### config.mk
export PLATFORM = sky130hd
export DESIGN_NAME = debounced_button_rgb_animator
export DESIGN_NICKNAME = d
export VERILOG_FILES = /design/src/design/dbr_pkg.sv /design/src/design/dbr_div.sv /design/src/design/dbr_btn.sv /design/src/design/debounced_button_rgb_animator.sv
export SDC_FILE = /design/constraint.sdc
export NUM_CORES = 2
export LEC_CHECK = 0
export CORE_ASPECT_RATIO = 0.9
export CORE_MARGIN = 3
export CORE_UTILIZATION = 45
export CTS_CLUSTER_SIZE = 20
export DETAILED_ROUTE_END_ITERATION = 12
export DONT_BUFFER_PORTS = 1
export MAX_ROUTING_LAYER = met4
export PLACE_DENSITY = 0.73
export REMOVE_ABC_BUFFERS = 1
export SYNTH_ARGS = -nofsm -noshare
export SYNTH_HDL_FRONTEND = slang
export SYNTH_HIERARCHICAL = 1
export SYNTH_SLANG_ARGS = --single-unit
### constraint.sdc
create_clock -name aclk -period 10.2 [get_ports aclk]
set_input_delay 2.04 -clock aclk [delete_from_list [all_inputs] [get_ports aclk]]
set_output_delay 2.04 -clock aclk [all_outputs]
set_load 0.03 [all_outputs]
### src/design/dbr_pkg.sv
`default_nettype none
// ----------------------------------------------------------------------------
// dbr_pkg: shared types and constants of the button / RGB animator
// Register indexes, LED modes, the interface structs of the shared divider
// and the debouncer, and the channel select helper.
// ----------------------------------------------------------------------------
package dbr_pkg;

    // configuration register indexes
    localparam int unsigned CFG_IDX_W = 3;
    localparam logic [CFG_IDX_W-1:0] CFG_LED_MODE     = 3'd0;
    localparam logic [CFG_IDX_W-1:0] CFG_STATIC_COLOR = 3'd1;
    localparam logic [CFG_IDX_W-1:0] CFG_COLOR_A      = 3'd2;
    localparam logic [CFG_IDX_W-1:0] CFG_COLOR_B      = 3'd3;
    localparam logic [CFG_IDX_W-1:0] CFG_TIME_A       = 3'd4;
    localparam logic [CFG_IDX_W-1:0] CFG_TIME_B       = 3'd5;
    localparam logic [CFG_IDX_W-1:0] CFG_DEBOUNCE_MS  = 3'd6;

    localparam int unsigned CFG_DATA_W = 24;

    // LED modes
    localparam logic [1:0] MODE_STATIC = 2'd0;
    localparam logic [1:0] MODE_BLINK  = 2'd1;
    localparam logic [1:0] MODE_FADE   = 2'd2;

    localparam logic [15:0] DEBOUNCE_RESET = 16'd20;

    // color channels, in the order the fade walks them
    localparam logic [1:0] CH_RED   = 2'd0;
    localparam logic [1:0] CH_GREEN = 2'd1;
    localparam logic [1:0] CH_BLUE  = 2'd2;

    // shared divider geometry
    localparam int unsigned DIV_DW = 32;  // dividend / quotient
    localparam int unsigned DIV_RW = 17;  // divisor / remainder
    localparam int unsigned DIV_CW = 6;   // step count
    localparam logic [DIV_CW-1:0] DIV_STEPS_MOD  = 6'd32;
    localparam logic [DIV_CW-1:0] DIV_STEPS_FADE = 6'd8;

    typedef struct packed {
        logic              start;
        logic [DIV_DW-1:0] dividend;
        logic [DIV_RW-1:0] rem_init;
        logic [DIV_RW-1:0] divisor;
        logic [DIV_CW-1:0] steps;
    } dbr_div_req_t;

    typedef struct packed {
        logic              busy;
        logic              done;
        logic [DIV_DW-1:0] quot;
        logic [DIV_RW-1:0] rem;
    } dbr_div_rsp_t;

    typedef struct packed {
        logic        pressed;
        logic        pushed;
        logic        released;
        logic [31:0] press_time;
        logic [31:0] release_time;
    } dbr_btn_t;

    function automatic logic [7:0] chan_sel(input logic [23:0] color,
                                            input logic [1:0]  idx);
        logic [7:0] res;
        unique case (idx)
            CH_RED:   res = color[23:16];
            CH_GREEN: res = color[15:8];
            default:  res = color[7:0];
        endcase
        return res;
    endfunction

endpackage
`default_nettype wire

### src/design/dbr_div.sv
`default_nettype none
// ----------------------------------------------------------------------------
// dbr_div: shared iterative restoring divider
// One quotient bit per cycle. Remainder starts at rem_init, dividend bits are
// shifted in MSB first for 'steps' steps; done pulses after the last step.
// ----------------------------------------------------------------------------
module dbr_div (
    input  logic                 aclk,
    input  logic                 aresetn,
    input  dbr_pkg::dbr_div_req_t req,
    output dbr_pkg::dbr_div_rsp_t rsp
);
    import dbr_pkg::*;

    localparam logic [DIV_CW-1:0] CNT_ONE = {{(DIV_CW-1){1'b0}}, 1'b1};

    logic [DIV_RW-1:0] rem_reg, rem_next;
    logic [DIV_DW-1:0] quot_reg, quot_next;
    logic [DIV_RW-1:0] div_reg, div_next;
    logic [DIV_CW-1:0] cnt_reg, cnt_next;
    logic              busy_reg, busy_next;
    logic              done_reg, done_next;

    logic [DIV_RW:0]   shifted;
    logic [DIV_RW:0]   diff;
    logic              fits;

    assign shifted = {rem_reg, quot_reg[DIV_DW-1]};
    assign fits    = (shifted >= {1'b0, div_reg});
    assign diff    = shifted - {1'b0, div_reg};

    always_comb begin
        rem_next  = rem_reg;
        quot_next = quot_reg;
        div_next  = div_reg;
        cnt_next  = cnt_reg;
        busy_next = busy_reg;
        done_next = 1'b0;
        if (req.start) begin
            rem_next  = req.rem_init;
            quot_next = req.dividend;
            div_next  = req.divisor;
            cnt_next  = req.steps;
            busy_next = 1'b1;
        end else if (busy_reg) begin
            rem_next  = fits ? diff[DIV_RW-1:0] : shifted[DIV_RW-1:0];
            quot_next = {quot_reg[DIV_DW-2:0], fits};
            cnt_next  = cnt_reg - CNT_ONE;
            if (cnt_reg == CNT_ONE) begin
                busy_next = 1'b0;
                done_next = 1'b1;
            end
        end
    end

    always_ff @(posedge aclk) begin
        if (!aresetn) begin
            busy_reg <= 1'b0;
            done_reg <= 1'b0;
            cnt_reg  <= '0;
        end else begin
            busy_reg <= busy_next;
            done_reg <= done_next;
            cnt_reg  <= cnt_next;
        end
    end

    always_ff @(posedge aclk) begin
        rem_reg  <= rem_next;
        quot_reg <= quot_next;
        div_reg  <= div_next;
    end

    assign rsp.busy = busy_reg;
    assign rsp.done = done_reg;
    assign rsp.quot = quot_reg;
    assign rsp.rem  = rem_reg;

endmodule
`default_nettype wire

### src/design/dbr_btn.sv
`default_nettype none
// ----------------------------------------------------------------------------
// dbr_btn: button debouncer and edge timestamps
// Updates once per accepted tick; state holds between ticks.
// ----------------------------------------------------------------------------
module dbr_btn (
    input  logic             aclk,
    input  logic             aresetn,
    input  logic             tick,
    input  logic             raw_pin,
    input  logic [31:0]      now,
    input  logic [15:0]      debounce_ms,
    output dbr_pkg::dbr_btn_t st
);
    import dbr_pkg::*;

    logic        raw_last_reg, raw_last_next;
    logic [31:0] change_time_reg, change_time_next;
    logic        debounced_reg, debounced_next;
    logic        pushed_reg, pushed_next;
    logic        released_reg, released_next;
    logic [31:0] press_time_reg, press_time_next;
    logic [31:0] release_time_reg, release_time_next;

    logic        level;   // 1 = pressed
    logic        changed;
    logic [31:0] held;

    assign level   = ~raw_pin;
    assign changed = (level != raw_last_reg);
    assign held    = now - change_time_reg;

    always_comb begin
        raw_last_next     = raw_last_reg;
        change_time_next  = change_time_reg;
        debounced_next    = debounced_reg;
        pushed_next       = pushed_reg;
        released_next     = released_reg;
        press_time_next   = press_time_reg;
        release_time_next = release_time_reg;
        if (tick) begin
            raw_last_next = level;
            if (changed) begin
                change_time_next = now;
            end
            // a fresh change has held zero ticks, never longer than the limit
            if (!changed && (held > {16'd0, debounce_ms})) begin
                debounced_next = level;
            end
            pushed_next   = debounced_next & ~debounced_reg;
            released_next = ~debounced_next & debounced_reg;
            if (pushed_next) begin
                press_time_next = now;
            end
            if (released_next) begin
                release_time_next = now;
            end
        end
    end

    always_ff @(posedge aclk) begin
        if (!aresetn) begin
            raw_last_reg     <= 1'b0;
            change_time_reg  <= '0;
            debounced_reg    <= 1'b0;
            pushed_reg       <= 1'b0;
            released_reg     <= 1'b0;
            press_time_reg   <= '0;
            release_time_reg <= '0;
        end else begin
            raw_last_reg     <= raw_last_next;
            change_time_reg  <= change_time_next;
            debounced_reg    <= debounced_next;
            pushed_reg       <= pushed_next;
            released_reg     <= released_next;
            press_time_reg   <= press_time_next;
            release_time_reg <= release_time_next;
        end
    end

    assign st.pressed      = debounced_reg;
    assign st.pushed       = pushed_reg;
    assign st.released     = released_reg;
    assign st.press_time   = press_time_reg;
    assign st.release_time = release_time_reg;

endmodule
`default_nettype wire

### src/design/debounced_button_rgb_animator.sv
`default_nettype none
// ----------------------------------------------------------------------------
// debounced_button_rgb_animator: debounced button plus RGB blink / fade driver
// One input beat per millisecond tick; one result beat per input beat.
// ----------------------------------------------------------------------------
// Each input beat is one millisecond tick carrying the active-low button pin
// and an animation restart flag; each produces exactly one result beat with
// inverted 8-bit RGB duties, the debounced button state, push/release strobes
// and the wrapping tick counts since the last push and release. One tick is
// worked on at a time and s_ready is low until its result is staged in the
// output register (a staged result may still wait on m_ready while the next
// tick is taken). Divisions run on one shared restoring divider that yields a
// bit per cycle: static mode needs none, blink a 32-step modulo of animation
// time by time_a+time_b, fade the modulo plus three 8-step divisions for the
// per-channel interpolation, each preceded by a 16x8 multiply. Configuration
// writes are always accepted (cfg_ready is tied high) and must only be issued
// while the block is idle; indexes above 6 are ignored.
// ----------------------------------------------------------------------------
module debounced_button_rgb_animator (
    input  logic        aclk,
    input  logic        aresetn,

    // configuration write channel
    input  logic        cfg_valid,
    output logic        cfg_ready,
    input  logic [2:0]  cfg_index,
    input  logic [23:0] cfg_data,

    // tick channel
    input  logic        s_valid,
    output logic        s_ready,
    input  logic        s_raw_pin,
    input  logic        s_restart_animation,

    // result channel
    output logic        m_valid,
    input  logic        m_ready,
    output logic [7:0]  m_pwm_red,
    output logic [7:0]  m_pwm_green,
    output logic [7:0]  m_pwm_blue,
    output logic        m_pressed,
    output logic        m_just_pushed,
    output logic        m_just_released,
    output logic [31:0] m_ms_since_pressed,
    output logic [31:0] m_ms_since_released
);
    import dbr_pkg::*;

    // sequencer states
    localparam logic [2:0] S_IDLE     = 3'd0;
    localparam logic [2:0] S_MOD_GO   = 3'd1;
    localparam logic [2:0] S_MOD_WAIT = 3'd2;
    localparam logic [2:0] S_MUL      = 3'd3;
    localparam logic [2:0] S_DIV_GO   = 3'd4;
    localparam logic [2:0] S_DIV_WAIT = 3'd5;
    localparam logic [2:0] S_OUT      = 3'd6;

    // ---------------- configuration registers ----------------
    logic [1:0]  led_mode_reg;
    logic [23:0] static_color_reg, color_a_reg, color_b_reg;
    logic [15:0] time_a_reg, time_b_reg, debounce_ms_reg;
    logic        cfg_wr;

    assign cfg_ready = 1'b1;
    assign cfg_wr    = cfg_valid & cfg_ready;

    always_ff @(posedge aclk) begin
        if (!aresetn) begin
            led_mode_reg     <= MODE_STATIC;
            static_color_reg <= '0;
            color_a_reg      <= '0;
            color_b_reg      <= '0;
            time_a_reg       <= '0;
            time_b_reg       <= '0;
            debounce_ms_reg  <= DEBOUNCE_RESET;
        end else if (cfg_wr) begin
            unique case (cfg_index)
                CFG_LED_MODE:     led_mode_reg     <= cfg_data[1:0];
                CFG_STATIC_COLOR: static_color_reg <= cfg_data;
                CFG_COLOR_A:      color_a_reg      <= cfg_data;
                CFG_COLOR_B:      color_b_reg      <= cfg_data;
                CFG_TIME_A:       time_a_reg       <= cfg_data[15:0];
                CFG_TIME_B:       time_b_reg       <= cfg_data[15:0];
                CFG_DEBOUNCE_MS:  debounce_ms_reg  <= cfg_data[15:0];
                default: ;
            endcase
        end
    end

    // ---------------- state ----------------
    logic [2:0]  state_reg, state_next;
    logic [31:0] tick_count_reg, tick_count_next;
    logic [31:0] anim_start_reg, anim_start_next;
    logic [31:0] item_now_reg, item_now_next;
    logic [31:0] elapsed_reg, elapsed_next;   // animation time of this tick
    logic [16:0] t_reg, t_next;               // position inside the period
    logic [1:0]  ch_reg, ch_next;
    logic [23:0] prod_reg, prod_next;
    logic [7:0]  y0_reg, y0_next;
    logic        neg_reg, neg_next;
    logic [15:0] den_reg, den_next;
    logic [23:0] color_reg, color_next;

    logic        m_valid_reg, m_valid_next;
    logic [7:0]  pwm_red_reg, pwm_green_reg, pwm_blue_reg;
    logic        pressed_reg, pushed_reg, released_reg;
    logic [31:0] since_press_reg, since_release_reg;

    logic        accept;
    logic        animating;
    logic [16:0] period;
    logic        out_load;

    dbr_div_req_t div_req;
    dbr_div_rsp_t div_rsp;
    dbr_btn_t     btn;

    assign s_ready   = (state_reg == S_IDLE);
    assign accept    = s_valid & s_ready;
    assign period    = {1'b0, time_a_reg} + {1'b0, time_b_reg};
    assign animating = ((led_mode_reg == MODE_BLINK) || (led_mode_reg == MODE_FADE))
                       && (period != '0);
    assign out_load  = (state_reg == S_OUT) && (!m_valid_reg || m_ready);

    // ---------------- submodules ----------------
    dbr_btn u_btn (
        .aclk        (aclk),
        .aresetn     (aresetn),
        .tick        (accept),
        .raw_pin     (s_raw_pin),
        .now         (tick_count_reg),
        .debounce_ms (debounce_ms_reg),
        .st          (btn)
    );

    dbr_div u_div (
        .aclk    (aclk),
        .aresetn (aresetn),
        .req     (div_req),
        .rsp     (div_rsp)
    );

    // ---------------- fade channel datapath ----------------
    logic        seg_a;        // t falls in the A-to-B segment
    logic [16:0] t_minus_a;
    logic [15:0] x_off;
    logic [7:0]  ca, cb, y0, y1, mag;
    logic        neg;
    logic [7:0]  q;
    logic [7:0]  v;

    assign seg_a     = (t_reg < {1'b0, time_a_reg});
    assign t_minus_a = t_reg - {1'b0, time_a_reg};
    assign x_off     = seg_a ? t_reg[15:0] : t_minus_a[15:0];
    assign ca        = chan_sel(color_a_reg, ch_reg);
    assign cb        = chan_sel(color_b_reg, ch_reg);
    assign y0        = seg_a ? ca : cb;
    assign y1        = seg_a ? cb : ca;
    assign neg       = (y1 < y0);
    assign mag       = neg ? (y0 - y1) : (y1 - y0);
    // x_off < den, so the quotient stays below mag: no clamp needed
    assign q         = div_rsp.quot[7:0];
    assign v         = neg_reg ? (y0_reg - q) : (y0_reg + q);

    // ---------------- sequencer ----------------
    always_comb begin
        state_next      = state_reg;
        tick_count_next = tick_count_reg;
        anim_start_next = anim_start_reg;
        item_now_next   = item_now_reg;
        elapsed_next    = elapsed_reg;
        t_next          = t_reg;
        ch_next         = ch_reg;
        prod_next       = prod_reg;
        y0_next         = y0_reg;
        neg_next        = neg_reg;
        den_next        = den_reg;
        color_next      = color_reg;

        div_req          = '0;

        unique case (state_reg)
            S_IDLE: begin
                if (accept) begin
                    item_now_next   = tick_count_reg;
                    tick_count_next = tick_count_reg + 32'd1;
                    if (s_restart_animation) begin
                        anim_start_next = tick_count_reg;
                        elapsed_next    = '0;
                    end else begin
                        elapsed_next    = tick_count_reg - anim_start_reg;
                    end
                    if (animating) begin
                        state_next = S_MOD_GO;
                    end else begin
                        // zero period shows A; static and unused modes show static
                        color_next = ((led_mode_reg == MODE_BLINK) ||
                                      (led_mode_reg == MODE_FADE))
                                     ? color_a_reg : static_color_reg;
                        state_next = S_OUT;
                    end
                end
            end
            S_MOD_GO: begin
                div_req.start    = 1'b1;
                div_req.dividend = elapsed_reg;
                div_req.rem_init = '0;
                div_req.divisor  = period;
                div_req.steps    = DIV_STEPS_MOD;
                state_next       = S_MOD_WAIT;
            end
            S_MOD_WAIT: begin
                if (div_rsp.done) begin
                    t_next = div_rsp.rem;
                    if (led_mode_reg == MODE_BLINK) begin
                        color_next = (div_rsp.rem < {1'b0, time_a_reg})
                                     ? color_a_reg : color_b_reg;
                        state_next = S_OUT;
                    end else begin
                        ch_next    = CH_RED;
                        state_next = S_MUL;
                    end
                end
            end
            S_MUL: begin
                prod_next  = {8'd0, x_off} * {16'd0, mag};
                y0_next    = y0;
                neg_next   = neg;
                den_next   = seg_a ? time_a_reg : time_b_reg;
                state_next = S_DIV_GO;
            end
            S_DIV_GO: begin
                // product < den * 256, so its top 16 bits seed the remainder
                // and only 8 quotient bits remain
                div_req.start    = 1'b1;
                div_req.dividend = {prod_reg[7:0], 24'd0};
                div_req.rem_init = {1'b0, prod_reg[23:8]};
                div_req.divisor  = {1'b0, den_reg};
                div_req.steps    = DIV_STEPS_FADE;
                state_next       = S_DIV_WAIT;
            end
            S_DIV_WAIT: begin
                if (div_rsp.done) begin
                    unique case (ch_reg)
                        CH_RED:   color_next[23:16] = v;
                        CH_GREEN: color_next[15:8]  = v;
                        default:  color_next[7:0]   = v;
                    endcase
                    if (ch_reg == CH_BLUE) begin
                        state_next = S_OUT;
                    end else begin
                        ch_next    = ch_reg + 2'd1;
                        state_next = S_MUL;
                    end
                end
            end
            S_OUT: begin
                if (out_load) begin
                    state_next = S_IDLE;
                end
            end
            default: begin
                state_next = S_IDLE;
            end
        endcase
    end

    always_ff @(posedge aclk) begin
        if (!aresetn) begin
            state_reg      <= S_IDLE;
            tick_count_reg <= '0;
            anim_start_reg <= '0;
            ch_reg         <= CH_RED;
        end else begin
            state_reg      <= state_next;
            tick_count_reg <= tick_count_next;
            anim_start_reg <= anim_start_next;
            ch_reg         <= ch_next;
        end
    end

    always_ff @(posedge aclk) begin
        item_now_reg <= item_now_next;
        elapsed_reg  <= elapsed_next;
        t_reg        <= t_next;
        prod_reg     <= prod_next;
        y0_reg       <= y0_next;
        neg_reg      <= neg_next;
        den_reg      <= den_next;
        color_reg    <= color_next;
    end

    // ---------------- output register ----------------
    always_comb begin
        m_valid_next = m_valid_reg;
        if (out_load) begin
            m_valid_next = 1'b1;
        end else if (m_ready) begin
            m_valid_next = 1'b0;
        end
    end

    always_ff @(posedge aclk) begin
        if (!aresetn) begin
            m_valid_reg <= 1'b0;
        end else begin
            m_valid_reg <= m_valid_next;
        end
    end

    always_ff @(posedge aclk) begin
        if (out_load) begin
            pwm_red_reg       <= ~color_reg[23:16];   // 255 - component
            pwm_green_reg     <= ~color_reg[15:8];
            pwm_blue_reg      <= ~color_reg[7:0];
            pressed_reg       <= btn.pressed;
            pushed_reg        <= btn.pushed;
            released_reg      <= btn.released;
            since_press_reg   <= item_now_reg - btn.press_time;
            since_release_reg <= item_now_reg - btn.release_time;
        end
    end

    assign m_valid             = m_valid_reg;
    assign m_pwm_red           = pwm_red_reg;
    assign m_pwm_green         = pwm_green_reg;
    assign m_pwm_blue          = pwm_blue_reg;
    assign m_pressed           = pressed_reg;
    assign m_just_pushed       = pushed_reg;
    assign m_just_released     = released_reg;
    assign m_ms_since_pressed  = since_press_reg;
    assign m_ms_since_released = since_release_reg;

    // ---------------- assertions ----------------
    // no new tick while the shared divider is still working
    a_no_accept_busy: assert property (@(posedge aclk) disable iff (!aresetn)
        div_rsp.busy |-> !s_ready)
        else $error("tick channel ready while divider busy");

    // one tick at a time: ready drops right after a beat is taken
    a_one_in_flight: assert property (@(posedge aclk) disable iff (!aresetn)
        (s_valid && s_ready) |=> !s_ready)
        else $error("second tick accepted back to back");

    // push and release strobes never coincide
    a_edges_exclusive: assert property (@(posedge aclk) disable iff (!aresetn)
        m_valid |-> !(m_just_pushed && m_just_released))
        else $error("push and release reported on the same tick");

    // a push strobe always comes with the pressed state
    a_push_pressed: assert property (@(posedge aclk) disable iff (!aresetn)
        (m_valid && m_just_pushed) |-> m_pressed)
        else $error("push reported while not pressed");

endmodule
`default_nettype wire
# After elaboration in Yosys (flattened, before gate mapping)
# Index checks and enable logic that the tools add are counted.
# totals
reg_bits	611
inputBits	34
output_inout_bits	94
wordCells	186
# op_classes
addsub	14
mul	1
magnitude_cmp	5
n_eq_ne	29
n_mux	48
bitwise	11
reduce_logical	35
# ops
op	n
two-way mux 24 bit	7
one-hot mux 73 bit (2 select lines)	1
subtractor 32 bit	4
one-hot mux 24 bit (3 select lines)	1
two-way mux 32 bit	2
two-way mux 8 bit	7
two-way mux 17 bit	3
< comparator 17 x 16 -> 1 bit	2
adder 32 x 1 -> 32 bit, second input constant	1
greater-than comparator 32 x 16 -> 1 bit	1
two-way mux 16 bit	2
one-hot mux 8 bit (2 select lines)	2
multiplier 16 x 8 -> 24 bit	1
NOT 8 bit	3
AND reduction 2 bit	12
subtractor 8 bit	3
two-way mux 3 bit	7
one-hot mux 3 bit (7 select lines)	1
AND reduction 7 bit	3
== test 3 bit, second input constant	6
greater-or-equal comparator 18 x 17 -> 1 bit	1
adder 16 x 16 -> 17 bit	1
nonzero test 17 bit	1
subtractor 17 bit	1
other kinds (31)	70

# Depth between registers and ports, before layout
# logic_depth
depth_word	9
depth_mapped	45
ltp_nobuf	40

# Cells and area by module
# Netlist, hierarchy kept.
# by_module_without_submodules
mod	n_inst	cells_per_inst	area_per_inst_um2	seq_area_each_um2
debounced_button_rgb_animator	1	3087	28484.8	11200.7
dbr_btn	1	797	6339.8	2001.9
dbr_div	1	335	4132.7	2142.1

# Least setup slack after synthesis
# OpenSTA, ideal clock, no wires.
# synth_timing
path_kind	reg2reg
start	register time_a_reg[2]
end	register prod_reg[22], data pin
setup_time_ns	0.260
arrival_time_ns	9.511
required_ns	9.940
path_slack_ns	0.429
path_stages_with_launch	44
n_path_buf	5
synth_period_minus_slack_ns	9.771
cell_sequence	dfxtp_1 inv_1 ha_1 o21ai_0 a211oi_1 nor3_2 o21a_1 o31ai_1 buf_2 buf_2 buf_2 mux2i_1 inv_1 ha_1 fa_1 nand3b_1 nand2_1 maj3_2 [8 not listed] nor2_1 fa_1 fa_1 fa_1 inv_1 fa_1 inv_1 ha_1 and3_1 and3_1 a21oi_1 o31ai_1 o41ai_1 o21ai_0 a21oi_1 nor2b_1 mux2i_1 nand2_1
# synth_via
elab_chain_len	5
word_cells_on_any_way	10
classes_between	add/sub: 3; mul: 1; order compare: 2; mux: 4
# synth_lines
element	line_no	source
start, declared	debounced_button_rgb_animator.sv:61	logic [15:0] time_a_reg, time_b_reg, debounce_ms_reg;
start signal, assigned	debounced_button_rgb_animator.sv:82	CFG_TIME_A: time_a_reg <= cfg_data[15:0];
< comparator 17 x 16 -> 1 bit	debounced_button_rgb_animator.sv:152	assign seg_a = (t_reg < {1'b0, time_a_reg});
two-way mux 8 bit (on tied branches)	debounced_button_rgb_animator.sv:158, debounced_button_rgb_animator.sv:157	
subtractor 8 bit / < comparator 8 bit (equally long branches)	debounced_button_rgb_animator.sv:160, debounced_button_rgb_animator.sv:159	
two-way mux 8 bit	debounced_button_rgb_animator.sv:160	assign mag = neg ? (y0 - y1) : (y1 - y0);
multiplier 16 x 8 -> 24 bit *	debounced_button_rgb_animator.sv:226	prod_next = {8'd0, x_off} * {16'd0, mag};
end signal, assigned	debounced_button_rgb_animator.sv:286	prod_reg <= prod_next;
end, declared	debounced_button_rgb_animator.sv:98	logic [23:0] prod_reg, prod_next;
# Mark *: on every way between the ends. The rest lies on a longest branch, timed or not.
# A chain may end at the register's enable or synchronous reset.

# Worst setup path after layout
# layout_timing
start	register time_a_reg[2]
end	register prod_reg[22], data pin
# layout_via
elab_chain_len	5
word_cells_on_any_way	10
classes_between	add/sub: 3; mul: 1; order compare: 2; mux: 4
# layout_lines
element	line_no	source
< comparator 17 x 16 -> 1 bit *	debounced_button_rgb_animator.sv:152	
two-way mux 8 bit *	debounced_button_rgb_animator.sv:157	assign y0 = seg_a ? ca : cb;
net y0[0]	debounced_button_rgb_animator.sv:147	logic [7:0] ca, cb, y0, y1, mag;
subtractor 8 bit / < comparator 8 bit (equally long branches)	debounced_button_rgb_animator.sv:160, debounced_button_rgb_animator.sv:159	
two-way mux 8 bit *	debounced_button_rgb_animator.sv:160	
multiplier 16 x 8 -> 24 bit *	debounced_button_rgb_animator.sv:226	
# The timed path passes the listed nets; every way through them passes the cells marked *.

==> results by group <==
Clock network
  – Clock Latency Late Sink: about 0.64 ns
  – Num CTS Buffers: 68
  – CTS tree: done
  – Clk root buf: clkbuf_16
  – Number of H-tree levels: 3
  – CTS Buffer Depth: 3
  – Clock sinks: 611
  – CTS clk-pin slew, worst paths: 0.06 ns
  – CTS hold repair buffers: 0

Setup path
  – Crit path from: time_a_reg[2]$_SDFFE_PN0P_
  – RR Endpoint: prod_reg[22]$_DFFE_PP_
  – Crit path max-delay cell type: o41a_2
  – Biggest fanout along the worst timing path: 9
  – RR Startpoint: time_a_reg[2]$_SDFFE_PN0P_
  – Worst r2r path cells: 39
  – Worst path required time: between 10 and 15 ns
  – CP dominant cell by count: fa_1
  – R2R Setup Slk: a little under 0.5 ns
  – Worst Path Arrival: ~10 ns
  – Setup CP Type: flip-flop to flip-flop
  – CP Capture Type: flip-flop
  – CP peak stage delay: 0.60 ns
  – Crit path launch type: flip-flop

Flow run
  – Max-cap viol count: 0

Final layout
  – Area grow syn2layout: 8.84%
  – Most frequent cells in the layout: nand2_1 (649), inv_1 (378), a21oi_1 (356)
  – Most common cell after layout, fill and taps aside: nand2_1
  – Final #Nets: 4593
  – Design area: roughly 42000 sq um
  – Layout cell share with drive strength beyond 1: 0.0684

Timing
  – Tcrit/Tclk final: 0.952
  – Min Hold Slack: between 0.4 and 0.5 ns
  – F_max: just over 100 MHz
  – PnR worst setup slack: 0.486 ns
  – Worst Max-Slew Pin Slew: between 1 and 1.5 ns
  – Final Hold Viols: 0
  – Slew Limit Fails: 0
  – Clock Skews: approximately 0.034 ns
  – Slew margin rel.: 0.195
  – Final setup viols: 0
  – Minimum clock period: about 9.7 ns

Placed design
  – Port-buffer cells: 0
  – Cell area after placement: between 30000 and 40000 sq um
  – Final GP Congestion: 0.923
  – DP HPWL: around 74 mm
  – Worst slack, placed: -0.181 ns

GRT
  – Vias in the first global route: slightly below 30000
  – Total global routing overflow: 0
  – Largest net degree at the start of global routing: 160
  – Initial antenna violation count: 5
  – First-pass GRT wire length: 161 mm
  – GRT Util Overall: 0.230

Route
  – Via Count: 30400
  – DRC viols: 0
  – Drt first pass iters: 5
  – Drt wl/cell: around 19 microns
  – Drt first-iter violations: approximately 2800
  – Vias per std cell: about 5.7
  – Final ANT Viol Nets: 0
  – Final wirelength: a little over 100 mm

Pwr
  – Pwr dens: about 240 nW/um^2
  – Peak supply drop: 0.141 mV
  – Leak: 17.1 nW

Hold path
  – Hold wc startpoint: u_btn/pushed_reg$_SDFFE_PN0P_
  – Hold Path End: m_just_pushed$_DFFE_PP_
  – Hold path cells: 0
  – HP Class: flip-flop to flip-flop

Floorplanning
  – Die width: approximately 320 microns
  – I/O pin total: ~130
  – Chip Height: approximately 290 microns
  – Site Rows: slightly above 100
  – Area of the core: ~85000 sq um
  – Die area: 90100 sq um
  – Starting Density: 0.458

Logic synthesis
  – Synth Cell Area: just under 40000 sq um
  – Avg Cell Area, Syn: just over 9 sq um
  – Total of warnings raised by yosys: 6
  – Gate Count Post-Synth: 4218

Outcome
  – Status: finished, final reports clean
==> layout make-up <==
type	count	area, sq um
multi-input cells	3069	21500
well taps	1133	1420
clock inverters	29	354
flip-flops and latches	611	15300
diodes	3	7.51
fillers	7671	42700
repair buffers	56	433
inverters	380	1430
clock buffers	96	1950
==> worst max path at each step <==
stage	endpoint	slack [ns]	cells past startpoint
after floorplan	prod_reg[22]$_DFFE_PP_	-4.14	36
after global placement	prod_reg[22]$_DFFE_PP_	0.05	37
after detailed placement	prod_reg[22]$_DFFE_PP_	-0.18	38
after CTS	prod_reg[22]$_DFFE_PP_	0.03	39
after global routing	prod_reg[22]$_DFFE_PP_	-0.01	37
final	prod_reg[22]$_DFFE_PP_	0.49	39
==> critical path: cells and delay by family (launching register included) <==
family	cells	cell delay (ns)
compound gates	14	3.07
xor+xnor	1	0.29
fa+ha+maj	9	3.59
buf+inv	5	0.49
flops	1	0.35
mux	3	0.84
simple gates	7	0.80
==> stage by stage <==
stage / instances / setup TNS, ns / total power, mW / utilization
floorplan: 4060 / -68.91 / 6.42 / -
global placement: 5246 / 0 / 7.35 / 0.470
detailed placement: 5246 / -0.429 / 7.41 / 0.470
CTS: 5371 / 0 / 9.96 / 0.497
global route: 5377 / -0.0147 / 10.6 / 0.498
finish: 5377 / 0 / 9.97 / 0.498
==> metal layers <==
metal,wire [microns],track usage,up-vias
li1,-,-,14600
met1,43400,0.299,14500
met2,46200,0.352,1103
met3,8900,0.0554,205
met4,3490,0.0804,0
met5,0,-,-
==> report_power, final <==
part | leakage (nW) | switching, mW | internal, mW
Clock | 1.14 | 1.05 | 1.48
Combinational | 10.6 | 2.25 | 1.59
Sequential | 5.34 | 0.392 | 3.21
==> timing repair <==
item	in CTS	in global routing
buffers inserted	0	3
resized for setup	1	8
hold endpoints to repair	0	0
setup endpoints to repair	6	10
pin swaps	0	3
Note: power is estimated with default switching activity, not from simulation.
